<file path="src/rtl/frame_receiver_sum_checksum_defines.svh">
// Assertion macros for the frame receiver with additive checksum.
// Included by the RTL files that carry concurrent assertions; no dependencies.
`ifndef FRAME_RECEIVER_SUM_CHECKSUM_DEFINES_SVH
`define FRAME_RECEIVER_SUM_CHECKSUM_DEFINES_SVH

`ifndef SYNTHESIS
`define FRS_ASSERT(lbl, clk, rst_n, prop, msg) \
    lbl: assert property (@(posedge clk) disable iff (!rst_n) prop) else $error(msg);
`define FRS_ASSERT_ALWAYS(lbl, clk, prop, msg) \
    lbl: assert property (@(posedge clk) prop) else $error(msg);
`else
`define FRS_ASSERT(lbl, clk, rst_n, prop, msg)
`define FRS_ASSERT_ALWAYS(lbl, clk, prop, msg)
`endif

`endif

</file>
<file path="src/rtl/frs_pkg.sv">
// Shared types and constants for the frame receiver with additive checksum.
// No dependencies; imported by every module of the block.
package frs_pkg;

    localparam int unsigned BYTE_W  = 8;
    localparam int unsigned LEN_W   = 16;
    localparam int unsigned KIND_W  = 3;
    localparam int unsigned HCNT_W  = 2;

    typedef enum logic
    {
        OP_ARM  = 1'b0,
        OP_BYTE = 1'b1
    } op_t;

    typedef enum logic [1:0]
    {
        PH_IDLE    = 2'd0,
        PH_HEADER  = 2'd1,
        PH_PAYLOAD = 2'd2,
        PH_CHECK   = 2'd3
    } phase_t;

    typedef enum logic [KIND_W-1:0]
    {
        K_ARMED   = 3'd0,
        K_REFUSED = 3'd1,
        K_HEADER  = 3'd2,
        K_PAYLOAD = 3'd3,
        K_GOOD    = 3'd4,
        K_BAD     = 3'd5,
        K_IGNORED = 3'd6
    } kind_t;

    localparam logic [HCNT_W-1:0] HC_ID     = 2'd0;
    localparam logic [HCNT_W-1:0] HC_LEN_HI = 2'd1;
    localparam logic [HCNT_W-1:0] HC_LEN_LO = 2'd2;

    typedef struct packed
    {
        op_t               opcode;
        logic [BYTE_W-1:0] rx_byte;
    } item_t;

    typedef struct packed
    {
        kind_t             result_kind;
        logic [BYTE_W-1:0] payload_byte;
        logic [LEN_W-1:0]  payload_index;
        logic [BYTE_W-1:0] frame_id;
        logic [LEN_W-1:0]  frame_length;
        logic [BYTE_W-1:0] computed_sum;
        logic [BYTE_W-1:0] received_sum;
    } result_t;

endpackage

</file>
<file path="src/rtl/frs_in_stage.sv">
// Input register of the frame receiver: captures one item per cycle while in_ready is high.
// Depends on frs_pkg.
module frs_in_stage
    import frs_pkg::*;
(
    input  logic              clk,
    input  logic              rst_n,
    input  logic              in_valid,
    output logic              in_ready,
    input  logic              opcode,
    input  logic [BYTE_W-1:0] rx_byte,
    input  logic              advance,
    output logic              item_valid,
    output item_t             item
);

    logic  valid_reg;
    logic  valid_next;
    item_t item_reg;

    assign in_ready   = !valid_reg || advance;
    assign valid_next = in_ready ? in_valid : valid_reg;

    always_ff @(posedge clk or negedge rst_n)
    begin
        if (!rst_n)
        begin
            valid_reg <= 1'b0;
        end
        else
        begin
            valid_reg <= valid_next;
        end
    end

    always_ff @(posedge clk)
    begin
        if (in_ready && in_valid)
        begin
            item_reg.opcode  <= op_t'(opcode);
            item_reg.rx_byte <= rx_byte;
        end
    end

    assign item_valid = valid_reg;
    assign item       = item_reg;

endmodule

</file>
<file path="src/rtl/frs_core.sv">
// Deframer state and per-item step: header capture, payload sum, checksum compare.
// Depends on frs_pkg and frame_receiver_sum_checksum_defines.svh.
`include "frame_receiver_sum_checksum_defines.svh"

module frs_core
    import frs_pkg::*;
(
    input  logic        clk,
    input  logic        rst_n,
    input  logic        cfg_valid,
    input  logic        cfg_data,
    input  logic        step,
    input  item_t       item,
    output result_t     res
);

    logic              enable_reg;
    phase_t            phase_reg;
    phase_t            phase_next;
    logic [HCNT_W-1:0] hcount_reg;
    logic [HCNT_W-1:0] hcount_next;
    logic [BYTE_W-1:0] id_reg;
    logic [BYTE_W-1:0] id_next;
    logic [LEN_W-1:0]  length_reg;
    logic [LEN_W-1:0]  length_next;
    logic [LEN_W-1:0]  position_reg;
    logic [LEN_W-1:0]  position_next;
    logic [BYTE_W-1:0] sum_reg;
    logic [BYTE_W-1:0] sum_next;
    logic [LEN_W-1:0]  position_inc;
    logic [LEN_W-1:0]  length_full;
    logic              arm_ok;

    assign arm_ok       = enable_reg && (phase_reg == PH_IDLE);
    assign position_inc = position_reg + LEN_W'(1);
    assign length_full  = {length_reg[LEN_W-1:BYTE_W], item.rx_byte};

    always_comb
    begin
        phase_next    = phase_reg;
        hcount_next   = hcount_reg;
        id_next       = id_reg;
        length_next   = length_reg;
        position_next = position_reg;
        sum_next      = sum_reg;
        if (item.opcode == OP_ARM)
        begin
            if (arm_ok)
            begin
                phase_next    = PH_HEADER;
                hcount_next   = HC_ID;
                id_next       = '0;
                length_next   = '0;
                position_next = '0;
                sum_next      = '0;
            end
        end
        else
        begin
            unique case (phase_reg)
                PH_HEADER:
                begin
                    priority if (hcount_reg == HC_ID)
                    begin
                        id_next     = item.rx_byte;
                        hcount_next = HC_LEN_HI;
                    end
                    else if (hcount_reg == HC_LEN_HI)
                    begin
                        length_next = {item.rx_byte, {BYTE_W{1'b0}}};
                        hcount_next = HC_LEN_LO;
                    end
                    else
                    begin
                        length_next = length_full;
                        hcount_next = HC_ID;
                        phase_next  = (length_full == '0) ? PH_CHECK : PH_PAYLOAD;
                    end
                end
                PH_PAYLOAD:
                begin
                    sum_next      = sum_reg + item.rx_byte;
                    position_next = position_inc;
                    if (position_inc >= length_reg)
                    begin
                        phase_next = PH_CHECK;
                    end
                end
                PH_CHECK:
                begin
                    phase_next = PH_IDLE;
                end
                PH_IDLE:
                begin
                    phase_next = PH_IDLE;
                end
            endcase
        end
    end

    always_comb
    begin
        res               = '0;
        res.result_kind   = K_IGNORED;
        res.frame_id      = id_next;
        res.frame_length  = length_next;
        res.computed_sum  = sum_next;
        if (item.opcode == OP_ARM)
        begin
            res.result_kind = arm_ok ? K_ARMED : K_REFUSED;
        end
        else
        begin
            unique case (phase_reg)
                PH_HEADER:
                begin
                    res.result_kind = K_HEADER;
                end
                PH_PAYLOAD:
                begin
                    res.result_kind   = K_PAYLOAD;
                    res.payload_byte  = item.rx_byte;
                    res.payload_index = position_reg;
                end
                PH_CHECK:
                begin
                    res.result_kind  = (item.rx_byte == sum_reg) ? K_GOOD : K_BAD;
                    res.received_sum = item.rx_byte;
                end
                PH_IDLE:
                begin
                    res.result_kind = K_IGNORED;
                end
            endcase
        end
    end

    always_ff @(posedge clk or negedge rst_n)
    begin
        if (!rst_n)
        begin
            enable_reg   <= 1'b0;
            phase_reg    <= PH_IDLE;
            hcount_reg   <= HC_ID;
            id_reg       <= '0;
            length_reg   <= '0;
            position_reg <= '0;
            sum_reg      <= '0;
        end
        else
        begin
            if (cfg_valid)
            begin
                enable_reg <= cfg_data;
            end
            if (step)
            begin
                phase_reg    <= phase_next;
                hcount_reg   <= hcount_next;
                id_reg       <= id_next;
                length_reg   <= length_next;
                position_reg <= position_next;
                sum_reg      <= sum_next;
            end
        end
    end

    `FRS_ASSERT(a_payload_end, clk, rst_n, (step && item.opcode == OP_BYTE && phase_reg == PH_PAYLOAD && position_inc >= length_reg) |=> (phase_reg == PH_CHECK), "payload end did not move to checksum")
    `FRS_ASSERT(a_payload_bound, clk, rst_n, (phase_reg == PH_PAYLOAD) |-> (position_reg < length_reg), "payload position past frame length")
    `FRS_ASSERT(a_hold_sum, clk, rst_n, !step |=> $stable(sum_reg) && $stable(position_reg), "state moved without an item")
    `FRS_ASSERT_ALWAYS(a_idle_header, clk, (phase_reg == PH_IDLE) |-> (hcount_reg == HC_ID), "header count left open in idle")

endmodule

</file>
<file path="src/rtl/frs_out_stage.sv">
// Result register of the frame receiver: holds one result until taken.
// Depends on frs_pkg.
module frs_out_stage
    import frs_pkg::*;
(
    input  logic              clk,
    input  logic              rst_n,
    input  logic              item_valid,
    input  result_t           res,
    output logic              advance,
    output logic              step,
    output logic              out_valid,
    input  logic              out_ready,
    output logic [KIND_W-1:0] result_kind,
    output logic [BYTE_W-1:0] payload_byte,
    output logic [LEN_W-1:0]  payload_index,
    output logic [BYTE_W-1:0] frame_id,
    output logic [LEN_W-1:0]  frame_length,
    output logic [BYTE_W-1:0] computed_sum,
    output logic [BYTE_W-1:0] received_sum
);

    logic    valid_reg;
    logic    valid_next;
    result_t res_reg;

    assign advance    = !valid_reg || out_ready;
    assign step       = item_valid && advance;
    assign valid_next = advance ? item_valid : valid_reg;

    always_ff @(posedge clk or negedge rst_n)
    begin
        if (!rst_n)
        begin
            valid_reg <= 1'b0;
        end
        else
        begin
            valid_reg <= valid_next;
        end
    end

    always_ff @(posedge clk)
    begin
        if (step)
        begin
            res_reg <= res;
        end
    end

    assign out_valid     = valid_reg;
    assign result_kind   = res_reg.result_kind;
    assign payload_byte  = res_reg.payload_byte;
    assign payload_index = res_reg.payload_index;
    assign frame_id      = res_reg.frame_id;
    assign frame_length  = res_reg.frame_length;
    assign computed_sum  = res_reg.computed_sum;
    assign received_sum  = res_reg.received_sum;

endmodule

</file>
<file path="src/rtl/frame_receiver_sum_checksum.sv">
// Frame receiver with additive checksum: ID byte, 16-bit length, payload, sum byte.
// Input items (opcode, rx_byte) enter on in_valid/in_ready; opcode 0 arms the
// receiver, opcode 1 delivers one received byte. Each item yields exactly one
// result on out_valid/out_ready: armed, refused, header, payload (with index),
// frame good, checksum bad, or ignored, plus the captured ID, length and sum.
// The enable register is written on cfg_valid/cfg_ready (cfg_ready is always
// high) and gates arming only; a frame in progress runs to its end.
// An accepted item passes the input register and the combinational state update
// logic; the result register loads its result when that register may advance.
// Throughput: one item per cycle while out_ready is high.
// When the receiver stalls, the result register holds and the input register
// fills; in_ready then drops until out_ready returns.
// Reset clears the enable, returns the receiver to idle, clears the captured
// fields and empties both registers. Depends on frs_pkg and the submodules.
module frame_receiver_sum_checksum
    import frs_pkg::*;
(
    input  logic              clk,
    input  logic              rst_n,
    input  logic              cfg_valid,
    output logic              cfg_ready,
    input  logic              cfg_data,
    input  logic              in_valid,
    output logic              in_ready,
    input  logic              opcode,
    input  logic [BYTE_W-1:0] rx_byte,
    output logic              out_valid,
    input  logic              out_ready,
    output logic [KIND_W-1:0] result_kind,
    output logic [BYTE_W-1:0] payload_byte,
    output logic [LEN_W-1:0]  payload_index,
    output logic [BYTE_W-1:0] frame_id,
    output logic [LEN_W-1:0]  frame_length,
    output logic [BYTE_W-1:0] computed_sum,
    output logic [BYTE_W-1:0] received_sum
);

    logic    advance;
    logic    step;
    logic    item_valid;
    item_t   item;
    result_t res;

    assign cfg_ready = 1'b1;

    frs_in_stage u_in_stage
    (
        .clk        (clk),
        .rst_n      (rst_n),
        .in_valid   (in_valid),
        .in_ready   (in_ready),
        .opcode     (opcode),
        .rx_byte    (rx_byte),
        .advance    (advance),
        .item_valid (item_valid),
        .item       (item)
    );

    frs_core u_core
    (
        .clk       (clk),
        .rst_n     (rst_n),
        .cfg_valid (cfg_valid),
        .cfg_data  (cfg_data),
        .step      (step),
        .item      (item),
        .res       (res)
    );

    frs_out_stage u_out_stage
    (
        .clk           (clk),
        .rst_n         (rst_n),
        .item_valid    (item_valid),
        .res           (res),
        .advance       (advance),
        .step          (step),
        .out_valid     (out_valid),
        .out_ready     (out_ready),
        .result_kind   (result_kind),
        .payload_byte  (payload_byte),
        .payload_index (payload_index),
        .frame_id      (frame_id),
        .frame_length  (frame_length),
        .computed_sum  (computed_sum),
        .received_sum  (received_sum)
    );

endmodule

</file>
<file path="config.mk">
export PLATFORM = sky130hd
export DESIGN_NAME = frame_receiver_sum_checksum
export DESIGN_NICKNAME = d
export VERILOG_FILES = /design/src/rtl/frs_pkg.sv /design/src/rtl/frs_in_stage.sv /design/src/rtl/frs_core.sv /design/src/rtl/frs_out_stage.sv /design/src/rtl/frame_receiver_sum_checksum.sv
export VERILOG_INCLUDE_DIRS = /design/src /design/src/rtl
export SDC_FILE = /design/constraint.sdc
export NUM_CORES = 1
export LEC_CHECK = 0
export BUFFER_PORTS_ARGS = -buffer_cell sky130_fd_sc_hd__buf_2
export CAP_MARGIN = 0
export CORE_MARGIN = 4
export CORE_UTILIZATION = 40
export CTS_CLUSTER_SIZE = 24
export DETAILED_ROUTE_END_ITERATION = 16
export MAX_ROUTING_LAYER = met4
export PLACE_DENSITY = 0.59
export SLEW_MARGIN = 30
export SYNTH_ARGS = -nofsm -noshare
export SYNTH_HDL_FRONTEND = slang
export SYNTH_SLANG_ARGS = --single-unit
</file>
<file path="constraint.sdc">
create_clock -name clk -period 7.8 [get_ports clk]
set_input_delay 1.56 -clock clk [delete_from_list [all_inputs] [get_ports clk]]
set_output_delay 1.56 -clock clk [all_outputs]
set_load 0.1 [all_outputs]
</file>
==> reports/summary.txt, run 1 <==
Status: finished, final reports clean
Die X: 136 um
Final WS setup: 4.00 ns
Max Fanout on Critical Path: 3
RSZ-0062 raised after global routing: false
Wirelength per Cell: 18.7 um
Cts bufs inserted: 17
Initial core utilization: 41.2%
CP max stage cell: buf_2
Max Freq: 263 MHz
Place WS: 3.82 ns
Required @ worst endpoint: 6.24 ns
Die Area: 18600 um^2
Routability cong.: 0.851
Largest net degree at the start of global routing: 56
Synth Net Count: 635
Post-Synthesis Cells: 589
Vias/cell: 5.60
DRC: 0
Pwr dens: 397 nW/um^2
Internal power: 1740 uW
Gr usage total: 18.9%
Antenna violations before repair: 0
CTS root buffer: clkbuf_16
Switch share: 43.0%
Hold path startpoint: u_core.sum_reg[6]
Fin Hold WS: 0.532 ns
Reg2reg start: u_core.position_reg[0]
Final Max Tran Viols: 0
IO Port Bufs: 83
Asr flop ratio synth: 42.0%
Tcrit/Tclk final: 48.7%
Combinational fraction of design power: 40.6%
Register area share after synthesis: 55.5%
Final Skew: 0.00666 ns
Max_cap viols: 0
Worst reg2reg path endpoint: u_core.phase_reg[0]
Leakage: 0.00338 uW
Clock H-tree levels: 4
Flop and latch count out of synthesis: 131
CTS Hold Bufs: 0
Slew HR: 38.1%
Synth Warn #: 0
EDFF count, synth: 76
Resized Gates After CTS: 0
Die Y: 136 um
Crit-path cells: buf_2 -> nor2b_1 -> nand2_1 -> buf_2
Worst-skew pair later-pin latency: 0.42 ns
HP Class: flop to flop
Hold-critical path depth: 2
Final setup violation count: 0
Clk pwr share: 24.5%
# placed instances: 857
TritonCTS clock tree: built
Vias in the first global route: 4947
Main synth FF type: edfxtp_1
Clock sink count: 131
Hold worst-path end: u_core.sum_reg[6]
Core area: 16000 um^2
Layout cells sized above 1: 19.5%
FF-to-FF path depth: 11
Maximum vdd drop: 0.190 mV
Vias: 4978
DP Area: 7160 um^2
Io pins: 85
Initial DRC count: 292
Mapped Area: 6590 um^2
Rows: 46
Slew @ Worst Pin: 0.928 ns
DP HPWL: 10800 um
Critical Path Sink Type: output pin
GRT Residual Overflow: 0
CP bufs+invs: 2
Post-Syn Area per Cell: 11.2 um^2
Aggregate negative setup slack: 0 ns
Post-CTS Setup Bufs: 0
Distinct cell type count of the synthesized netlist: 60
Sw Pwr: 1320 uW
Part of the power in registers: 34.8%
Global-route wire length before repair: 26100 um
DRT Wirelength: 16600 um
Fill cells: 1477
Startpoint class of the critical path: input pin
1st-pass router iterations: 5
Most frequent CP cell: buf_2
Top Family by Delay on Critical Path: buffers and inverters
Fin area: 7710 um^2
Diode count: 0
Synth area leaders: edfxtp_1 35%, dfrtp_1 21%, ha_1 5.7%
Syn-to-layout area delta: 17.0%
Clk buf depth: 2
Non-Filler Instances: 889
Crit-path max cell delay: 0.31 ns
Clock transition at path regs: 0.05 ns
Final Hold Fails: 0
Share of the synthesized area in the top cell type: 34.6%
Largest area contributor in the netlist: edfxtp_1
Crit path DAT: 2.24 ns
Tmin final: 3.80 ns
Nets: 706
Worst setup path category: input pin to output pin
Detail Route Antenna Nets: 0
R2r setup slk: 4.88 ns
## Yosys cell counts, drive strengths merged, types with 2 or more instances
master and n:
o211ai 5, inv 31, a21oi 21, a211oi 5, o31ai 3, nor2 30
xnor2 11, a22oi 15, edfxtp 76, o221ai 2, clkbuf 29, a21o 3
or3 4, or4 2, o21ai 45, and3 31, nand2 51, xor2 6
mux2i 13, a2111oi 3, and2 3, o22ai 13, ha 30, a31oi 3
dfrtp 55, nor3 2, and4 2, nor2b 4, a22o 27, nand4 6
nand3 16, nor4 5, a32o 4, o21a 4, o21bai 2, nand2b 5
buf 9
## power groups by stage
stage	clock network, uW	registers, uW	logic, uW
final	752	1070	1250
after global routing	800	1090	1340
after CTS	765	1060	1250
after detailed placement	0	1070	1240
after global placement	0	1070	1220
after floorplan	0	1480	586
## how the worst max path moves through the flow
stage,from,to,slack (ns),depth (start not counted)
2_1_floorplan,out_ready,u_core.sum_reg[7],3.84,6
3_3_place_gp,out_ready,u_core.length_reg[4],3.98,7
3_5_place_dp,out_ready,u_core.length_reg[4],3.82,7
4_1_cts,out_ready,in_ready,4.00,4
5_1_grt,out_ready,in_ready,3.95,4
6_report,out_ready,in_ready,4.00,4
## cell families after synthesis
kind of cell	synth area share, %
AOI/OAI and AO/OA	17.0
muxes	2.14
adders and majority gates	6.00
other	0.0569
and+or+nand+nor	12.7
DFF	55.5
xor gates and xnor gates	2.26
buffers and inverters	4.35
## placed cells by master, fill, tap and decap left out, drive strengths merged, types with 3 or more instances in the layout
cell / instances
a2111oi: 3
a211oi: 5
a21o: 3
a21oi: 21
a22o: 27
a22oi: 15
a31oi: 3
a32o: 4
and2: 3
and3: 31
buf: 90
clkbuf: 19
clkinv: 9
clkinvlp: 3
dfrtp: 55
edfxtp: 76
ha: 30
inv: 31
mux2i: 13
nand2: 51
nand2b: 5
nand3: 16
nand4: 6
nor2: 30
nor2b: 4
nor4: 5
o211ai: 5
o21a: 4
o21ai: 45
o22ai: 13
o31ai: 3
or3: 4
xnor2: 11
xor2: 6
## per-layer routing
metal	track usage [%]	up-vias	part of all wire (%)
met5	-	-	0
met2	27.5	193	45
met4	8.45	0	2.7
li1	-	2326	-
met3	3.55	34	5.2
met1	25.9	2425	47
## metrics by stage
step / util (%) / total power (uW)
final: 48.2 / 3060
after global routing: 48.2 / 3230
after CTS: 48.2 / 3080
after detailed placement: 44.8 / 2310
after global placement: 44.8 / 2290
after floorplan: - / 2060
## final cells by class
cell class | instances | area (um^2) | area share (%)
Timing Repair Buffer | 90 | 468 | 6.07
Inverter | 32 | 120 | 1.56
Tap cell | 216 | 270 | 3.50
Clock inverter | 13 | 118 | 1.52
Clock buffer | 19 | 433 | 5.61
Multi-Input combinational cell | 388 | 2650 | 34.3
Sequential cell | 131 | 3660 | 47.4
## tightest hold or removal path, delay by kind of cell, from the launching register on
family	cells	cell delay, ns
flip-flops	1	0.36
AND/OR/NAND/NOR	2	0.14
Power figures use the tool's default switching activity.
==> inputs of run 2 (changes only) <==
- clock period: 7.8 -> 3.9 ns (I/O delays scaled with it)
==> reports/summary.txt, run 2 (synthesized netlist as in run 1, its figures left out) <==
FF-to-FF path depth: 10 (was 11)
Diode count: 0 (unchanged)
Tcrit/Tclk final: 70.9%
Fill cells: 1514 (was 1477)
Worst setup path category: flop to flop (was input pin to output pin)
Antenna violations before repair: 0 (unchanged)
Io pins: 85 (unchanged)
TritonCTS clock tree: built (unchanged)
Startpoint class of the critical path: flop (was input pin)
Clock H-tree levels: 4 (unchanged)
Crit-path max cell delay: 0.49 ns (was 0.31 ns)
Crit-path cells: nand4_1 -> nor4_4 -> nand3_1 -> xnor2_1 -> ha_1 -> o21ai_0 -> o211ai_2 -> o211ai_1 -> o22ai_1 -> mux2i_1 (was buf_2 -> nor2b_1 -> nand2_1 -> buf_2)
Cts bufs inserted: 17 (unchanged)
Nets: 708 (was 706)
Most frequent cells in the layout: 82 x buf_2, 76 x edfxtp_1, 55 x dfrtp_1 (was 83 x buf_2, 76 x edfxtp_1, 55 x dfrtp_1)
Vias/cell: 5.55 (was 5.60)
Core area: 16000 um^2 (unchanged)
DRC: 0 (unchanged)
Critical Path Sink Type: flop (was output pin)
Multi-input combinational cell area: 2650 um^2 (unchanged)
Pwr dens: 801 nW/um^2 (was 397 nW/um^2)
Detail Route Antenna Nets: 0 (unchanged)
Final core occ: 48.6% (was 48.2%)
Clock sink count: 131 (unchanged)
Clk buf depth: 2 (unchanged)
Initial DRC count: 408 (was 292)
Max_cap viols: 0 (unchanged)
CP max stage cell: dfrtp_1 (was buf_2)
CTS Hold Bufs: 0 (unchanged)
Gr usage total: 19.6% (was 18.9%)
Final Hold Fails: 0 (unchanged)
Non-Filler Instances: 891 (was 889)
Slew HR: 41.2% (was 38.1%)
Most common cell after layout, fill and taps aside: buf_2 (unchanged)
Layout cells sized above 1: 20.4% (was 19.5%)
Tmin final: 2.76 ns
Clock transition at path regs: 0.06 ns (was 0.05 ns)
Status: finished, final reports clean (unchanged)
Initial core utilization: 41.2% (unchanged)
Largest net degree at the start of global routing: 47 (was 56)
Wirelength per Cell: 19.0 um (was 18.7 um)
Max Fanout on Critical Path: 9 (was 3)
CP bufs+invs: 0 (was 2)
Die Y: 136 um (unchanged)
RSZ-0062 raised after global routing: false (unchanged)
Final Skew: 0.00756 ns (was 0.00666 ns)
CP startpoint: u_core.position_reg[6] (was out_ready)
Rows: 46 (unchanged)
DRT Wirelength: 16900 um (was 16600 um)
Reg2reg start: u_core.position_reg[6] (was u_core.position_reg[0])
Final Max Tran Viols: 0 (unchanged)
Required @ worst endpoint: 4.25 ns (was 6.24 ns)
IO Port Bufs: 83 (unchanged)
Slew @ Worst Pin: 0.881 ns (was 0.928 ns)
Fin Hold WS: 0.354 ns (was 0.532 ns)
Vias in the first global route: 4895 (was 4947)
Die X: 136 um (unchanged)
Global-route wire length before repair: 27000 um (was 26100 um)
Crit path DAT: 3.11 ns (was 2.24 ns)
Leakage: 0.00340 uW (was 0.00338 uW)
Worst-skew pair later-pin latency: 0.42 ns (about the same)
Post-CTS Setup Bufs: 0 (unchanged)
Aggregate negative setup slack: 0 ns (unchanged)
Resized Gates After CTS: 0 (unchanged)
Reg area: 3660 um^2 (unchanged)
Syn-to-layout area delta: 18.0% (was 17.0%)
Top Family by Delay on Critical Path: simple AND/OR/NAND/NOR gates (was buffers and inverters)
1st-pass router iterations: 5 (unchanged)
CTS root buffer: clkbuf_16 (unchanged)
GRT Residual Overflow: 0 (unchanged)
Vias: 4947 (was 4978)
DP HPWL: 11600 um (was 10800 um)
Die Area: 18600 um^2 (unchanged)
Maximum vdd drop: 0.347 mV (was 0.190 mV)
Stages on the worst setup path: 10 (was 4)
Max Freq: 362 MHz
# placed instances: 859 (was 857)
HP Class: input pin to asynchronous set/reset pin (was flop to flop)
Routability cong.: 0.860 (was 0.851)
Pwr Total: 6230 uW (was 3060 uW)
Final setup violation count: 0 (unchanged)
## run 2: cell count changes in the layout (fill, tap and decap cells not counted)
| cell | previous run | this run |
|---|---|---|
| clkinv_4 | 0 | 5 |
| clkinv_1 | 5 | 1 |
| clkinv_2 | 4 | 1 |
| buf_4 | 7 | 9 |
| inv_6 | 0 | 2 |
| buf_12 | 0 | 1 |
| buf_2 | 83 | 82 |
| clkbuf_1 | 2 | 1 |
| clkinvlp_4 | 3 | 4 |
## run 2: cell type report
type / count / share of cell area [%]
flip-flops and latches: 131 / 47.0
multi-input cells: 388 / 34.0
repair buffers: 92 / 6.40
clock buffers: 18 / 5.52
well taps: 216 / 3.47
clock inverters: 14 / 2.01
inverters: 32 / 1.54
## run 2: worst paths after layout
kind                                            end  slack [ns]
worst min register to register    u_core.sum_reg[5]        0.52
min in group clk                  u_core.sum_reg[5]        0.52
worst max-delay path            u_core.phase_reg[0]        1.14
max in group asynchronous          u_core.id_reg[3]        2.90
worst max register to register  u_core.phase_reg[0]        1.14
worst min-delay path              u_core.sum_reg[4]        0.35
## run 2: per-stage QoR
step,cell area [um^2],setup WS (ns)
floorplan,6590,0.624
global placement,7190,1.19
detailed placement,7190,1.16
CTS,7780,1.13
global route,7780,0.883
finish,7780,1.14
## run 2: metal layers
metal	wire, um	GRT usage (%)	vias to the layer above
met1	8190	27.4	2433
met5	0	-	-
met2	7620	29.0	163
li1	-	-	2333
met4	252	6.16	0
met3	852	3.55	18
## run 2: power by group
part / switching, uW / internal (uW) / total, uW
logic: 1820 / 715 / 2530
registers: 264 / 1860 / 2130
clock network: 629 / 946 / 1580
==> inputs of run 3 (changes only) <==
- ABC_AREA: not set -> 1
- clock period: 3.9 -> 2.55 ns (I/O delays scaled with it)
==> reports/summary.txt, run 3 <==
Detail Route Antenna Nets: 0 (unchanged)
CTS root buffer: clkbuf_16 (unchanged)
Synth Area in Compound Gates: 12.1% (was 17.0%)
Post-Synth Adder-Cell Area: 6.27% (was 6.00%)
Core area: 15300 um^2 (was 16000 um^2)
Share of the synthesized area in the top cell type: 36.2% (was 34.6%)
Final core occ: 50.7% (was 48.6%)
Rows: 45 (was 46)
Metal2 WL: 7000 um (was 7620 um)
IO Port Bufs: 83 (unchanged)
TritonCTS clock tree: built (unchanged)
Internal power: 5090 uW (was 3520 uW)
Initial core utilization: 41.2% (about the same)
Place WS: -0.00659 ns (was 1.16 ns)
Combinational fraction of design power: 40.1% (was 40.6%)
R2r setup slk: 0.07 ns (was 1.14 ns)
Main synth FF type: edfxtp_1 (unchanged)
Metal3 WL: 897 um (was 852 um)
Most common library cells after synthesis: 106 x nand2_1, 95 x inv_1, 76 x edfxtp_1, 61 x o21ai_0, 55 x dfrtp_1 (was 76 x edfxtp_1, 55 x dfrtp_1, 51 x nand2_1, 45 x o21ai_0, 31 x inv_1)
Largest net degree at the start of global routing: 56 (was 47)
Largest family of logic cells by synthesized area: simple AND/OR/NAND/NOR gates (was compound AO/OA/AOI/OAI gates)
Diode count: 0 (unchanged)
FF-to-FF path depth: 16 (was 10)
Die X: 134 um (was 136 um)
Layout cells sized above 1: 23.8% (was 20.4%)
Multi-input combinational cell area: 2290 um^2 (was 2650 um^2)
Worst-skew pair later-pin latency: 0.42 ns (about the same)
Cts bufs inserted: 17 (unchanged)
Asr flop ratio synth: 42.0% (unchanged)
Io pins: 85 (unchanged)
Final Max Tran Viols: 0 (unchanged)
GRT Residual Overflow: 0 (unchanged)
Most common cell after layout, fill and taps aside: nand2_1 (was buf_2)
Startpoint class of the critical path: flop (unchanged)
Global-route wire length before repair: 23700 um (was 27000 um)
Post-Synthesis Cells: 638 (was 589)
Clock transition at path regs: 0.06 ns (about the same)
Tmin final: 2.48 ns (was 2.76 ns)
Final WS setup: 0.0697 ns (was 1.14 ns)
Slew HR: 44.0% (was 41.2%)
Maximum vdd drop: 0.479 mV (was 0.347 mV)
Leakage: 0.00353 uW (was 0.00340 uW)
Clk buf depth: 2 (unchanged)
Post-Synth Simple-Gate Area: 14.9% (was 12.7%)
Tcrit/Tclk final: 97.3% (was 70.9%)
Antenna violations before repair: 0 (unchanged)
Post-synthesis mux area share: 0.179% (was 2.15%)
Count leader, synth: nand2_1 (was edfxtp_1)
Gr usage total: 17.4% (was 19.6%)
Vias/cell: 5.02 (was 5.55)
Part of the power in registers: 33.2% (was 34.1%)
Worst setup path category: flop to flop (unchanged)
Mapped Area: 6310 um^2 (was 6590 um^2)
Final setup violation count: 0 (unchanged)
Initial DRC count: 396 (was 408)
Fill cells: 1431 (was 1514)
Routability cong.: 0.902 (was 0.860)
Synth Net Count: 684 (was 635)
HP Class: input pin to asynchronous set/reset pin (unchanged)
Crit path DAT: 2.79 ns (was 3.11 ns)
Max Freq: 403 MHz (was 362 MHz)
Final Hold Fails: 0 (unchanged)
Vias in the first global route: 4666 (was 4895)
EDFF count, synth: 76 (unchanged)
Reg area: 3660 um^2 (about the same)
Max Fanout on Critical Path: 3 (was 9)
Most frequent cells in the layout: 99 x nand2_1, 88 x inv_1, 83 x buf_2 (was 82 x buf_2, 76 x edfxtp_1, 55 x dfrtp_1)
Wirelength per Cell: 15.4 um (was 19.0 um)
DRC: 0 (unchanged)
Register area share after synthesis: 58.0% (was 55.5%)
DRT met1 WL: 6790 um (was 8190 um)
DP HPWL: 10300 um (was 11600 um)
CTS Hold Bufs: 0 (unchanged)
Die Area: 17800 um^2 (was 18600 um^2)
Final Skew: 0.00701 ns (was 0.00756 ns)
Flop and latch count out of synthesis: 131 (unchanged)
Worst reg2reg path endpoint: u_core.phase_reg[0] (unchanged)
Post-Synth XOR/XNOR Area: 1.37% (was 2.26%)
1st-pass router iterations: 5 (unchanged)
Vias: 4859 (was 4947)
Clk pwr share: 26.7% (was 25.3%)
Syn-to-layout area delta: 23.2% (was 18.0%)
Slew @ Worst Pin: 0.837 ns (was 0.881 ns)
Clock sink count: 131 (unchanged)
Critical Path Sink Type: flop (unchanged)
Top layer reached by signal wires: met4 (unchanged)
Die Y: 134 um (was 136 um)
Synth Warn #: 0 (unchanged)
Distinct cell type count of the synthesized netlist: 42 (was 60)
Pwr dens: 1170 nW/um^2 (was 801 nW/um^2)
Reg2reg start: u_core.position_reg[0] (was u_core.position_reg[6])
Nets: 789 (was 708)
Clock H-tree levels: 4 (unchanged)
Switch share: 43.8% (was 43.5%)
Required @ worst endpoint: 2.86 ns (was 4.25 ns)
Aggregate negative setup slack: 0 ns (unchanged)
Sw Pwr: 3970 uW (was 2710 uW)
Largest area contributor in the netlist: edfxtp_1 (unchanged)
Max_cap viols: 0 (unchanged)
Post-Syn Area per Cell: 9.89 um^2 (was 11.2 um^2)
Fin Hold WS: 0.0960 ns (was 0.354 ns)
Synth area leaders: edfxtp_1 36%, dfrtp_1 22%, nand2_1 6.3% (was edfxtp_1 35%, dfrtp_1 21%, ha_1 5.7%)
RSZ-0062 raised after global routing: true (was false)
DRT Wirelength: 14900 um (was 16900 um)
Status: finished, final reports clean (unchanged)
run 3: routing by layer:
metal | GRT usage [%] | vias to the layer above
li1 | - | 2374
met1 | 23.4 | 2297
met2 | 26.3 | 169
met3 | 3.66 | 19
met4 | 6.11 | 0
met5 | - | -
run 3: power groups by stage:
stage               clock (uW)  combinational, uW  sequential, uW
finish                    2420               3630            3010
global placement             0               3480            3030
global route              2560               3930            3060
CTS                       2470               3550            3010
floorplan                    0               1380            4500
detailed placement           0               3540            3050
run 3: worst max path at each step:
stage | endpoint | depth (start not counted) | from | slack, ns
2_1_floorplan | u_out_stage.computed_sum[0] | 3 | u_out_stage.out_valid | 0.14
3_3_place_gp | u_core.phase_reg[0] | 16 | u_core.position_reg[2] | 0.11
3_5_place_dp | u_core.phase_reg[0] | 16 | u_core.position_reg[2] | -0.007
4_1_cts | u_core.phase_reg[0] | 14 | u_core.position_reg[5] | 0.02
5_1_grt | u_core.phase_reg[0] | 16 | u_core.position_reg[0] | -0.12
6_report | u_core.phase_reg[0] | 16 | u_core.position_reg[0] | 0.07
run 3: through the flow:
step	cells	area, um^2	total power, uW
5_1_grt	967	7770	9550
6_report	967	7770	9060
3_5_place_dp	926	7010	6580
4_1_cts	960	7620	9030
2_1_floorplan	638	6310	5880
3_3_place_gp	926	7010	6510
run 3: cell type report:
cell class / instances / share of cell area, %
Tap cell: 211 / 3.40
Clock inverter: 14 / 2.09
Clock buffer: 18 / 5.53
Timing Repair Buffer: 104 / 7.54
Multi-Input combinational cell: 391 / 29.5
Sequential cell: 131 / 47.1
Inverter: 98 / 4.78
run 3: cell families after synthesis:
family | count (synthesis)
AO/OA/AOI/OAI | 138
flip-flops | 131
AND/OR/NAND/NOR | 211
buffers and inverters | 116
XOR/XNOR | 9
adder cells (fa/ha/maj) | 31
other | 1
multiplexers | 1
run 3: what timing repair did:
action                                  4_1_cts  5_1_grt
gates resized for setup                       1       29
pin swaps                                     1       14
setup buffers                                 2        7
endpoints found under the setup margin        2        8
run 3: worst max-delay path, stage by stage, from the launching register on:
cell and delay [ns]:
dfrtp_1 0.38, ha_2 0.21, nand2_2 0.06, nor2_4 0.16
nand4_4 0.11, nor2_2 0.14, buf_4 0.13, nand2_2 0.05
xor2_2 0.15, ha_1 0.30, nand2_2 0.08, nor3_4 0.17
nand2_1 0.07, nand4_1 0.14, nand2_1 0.09, nand2_1 0.08
nand2_1 0.05
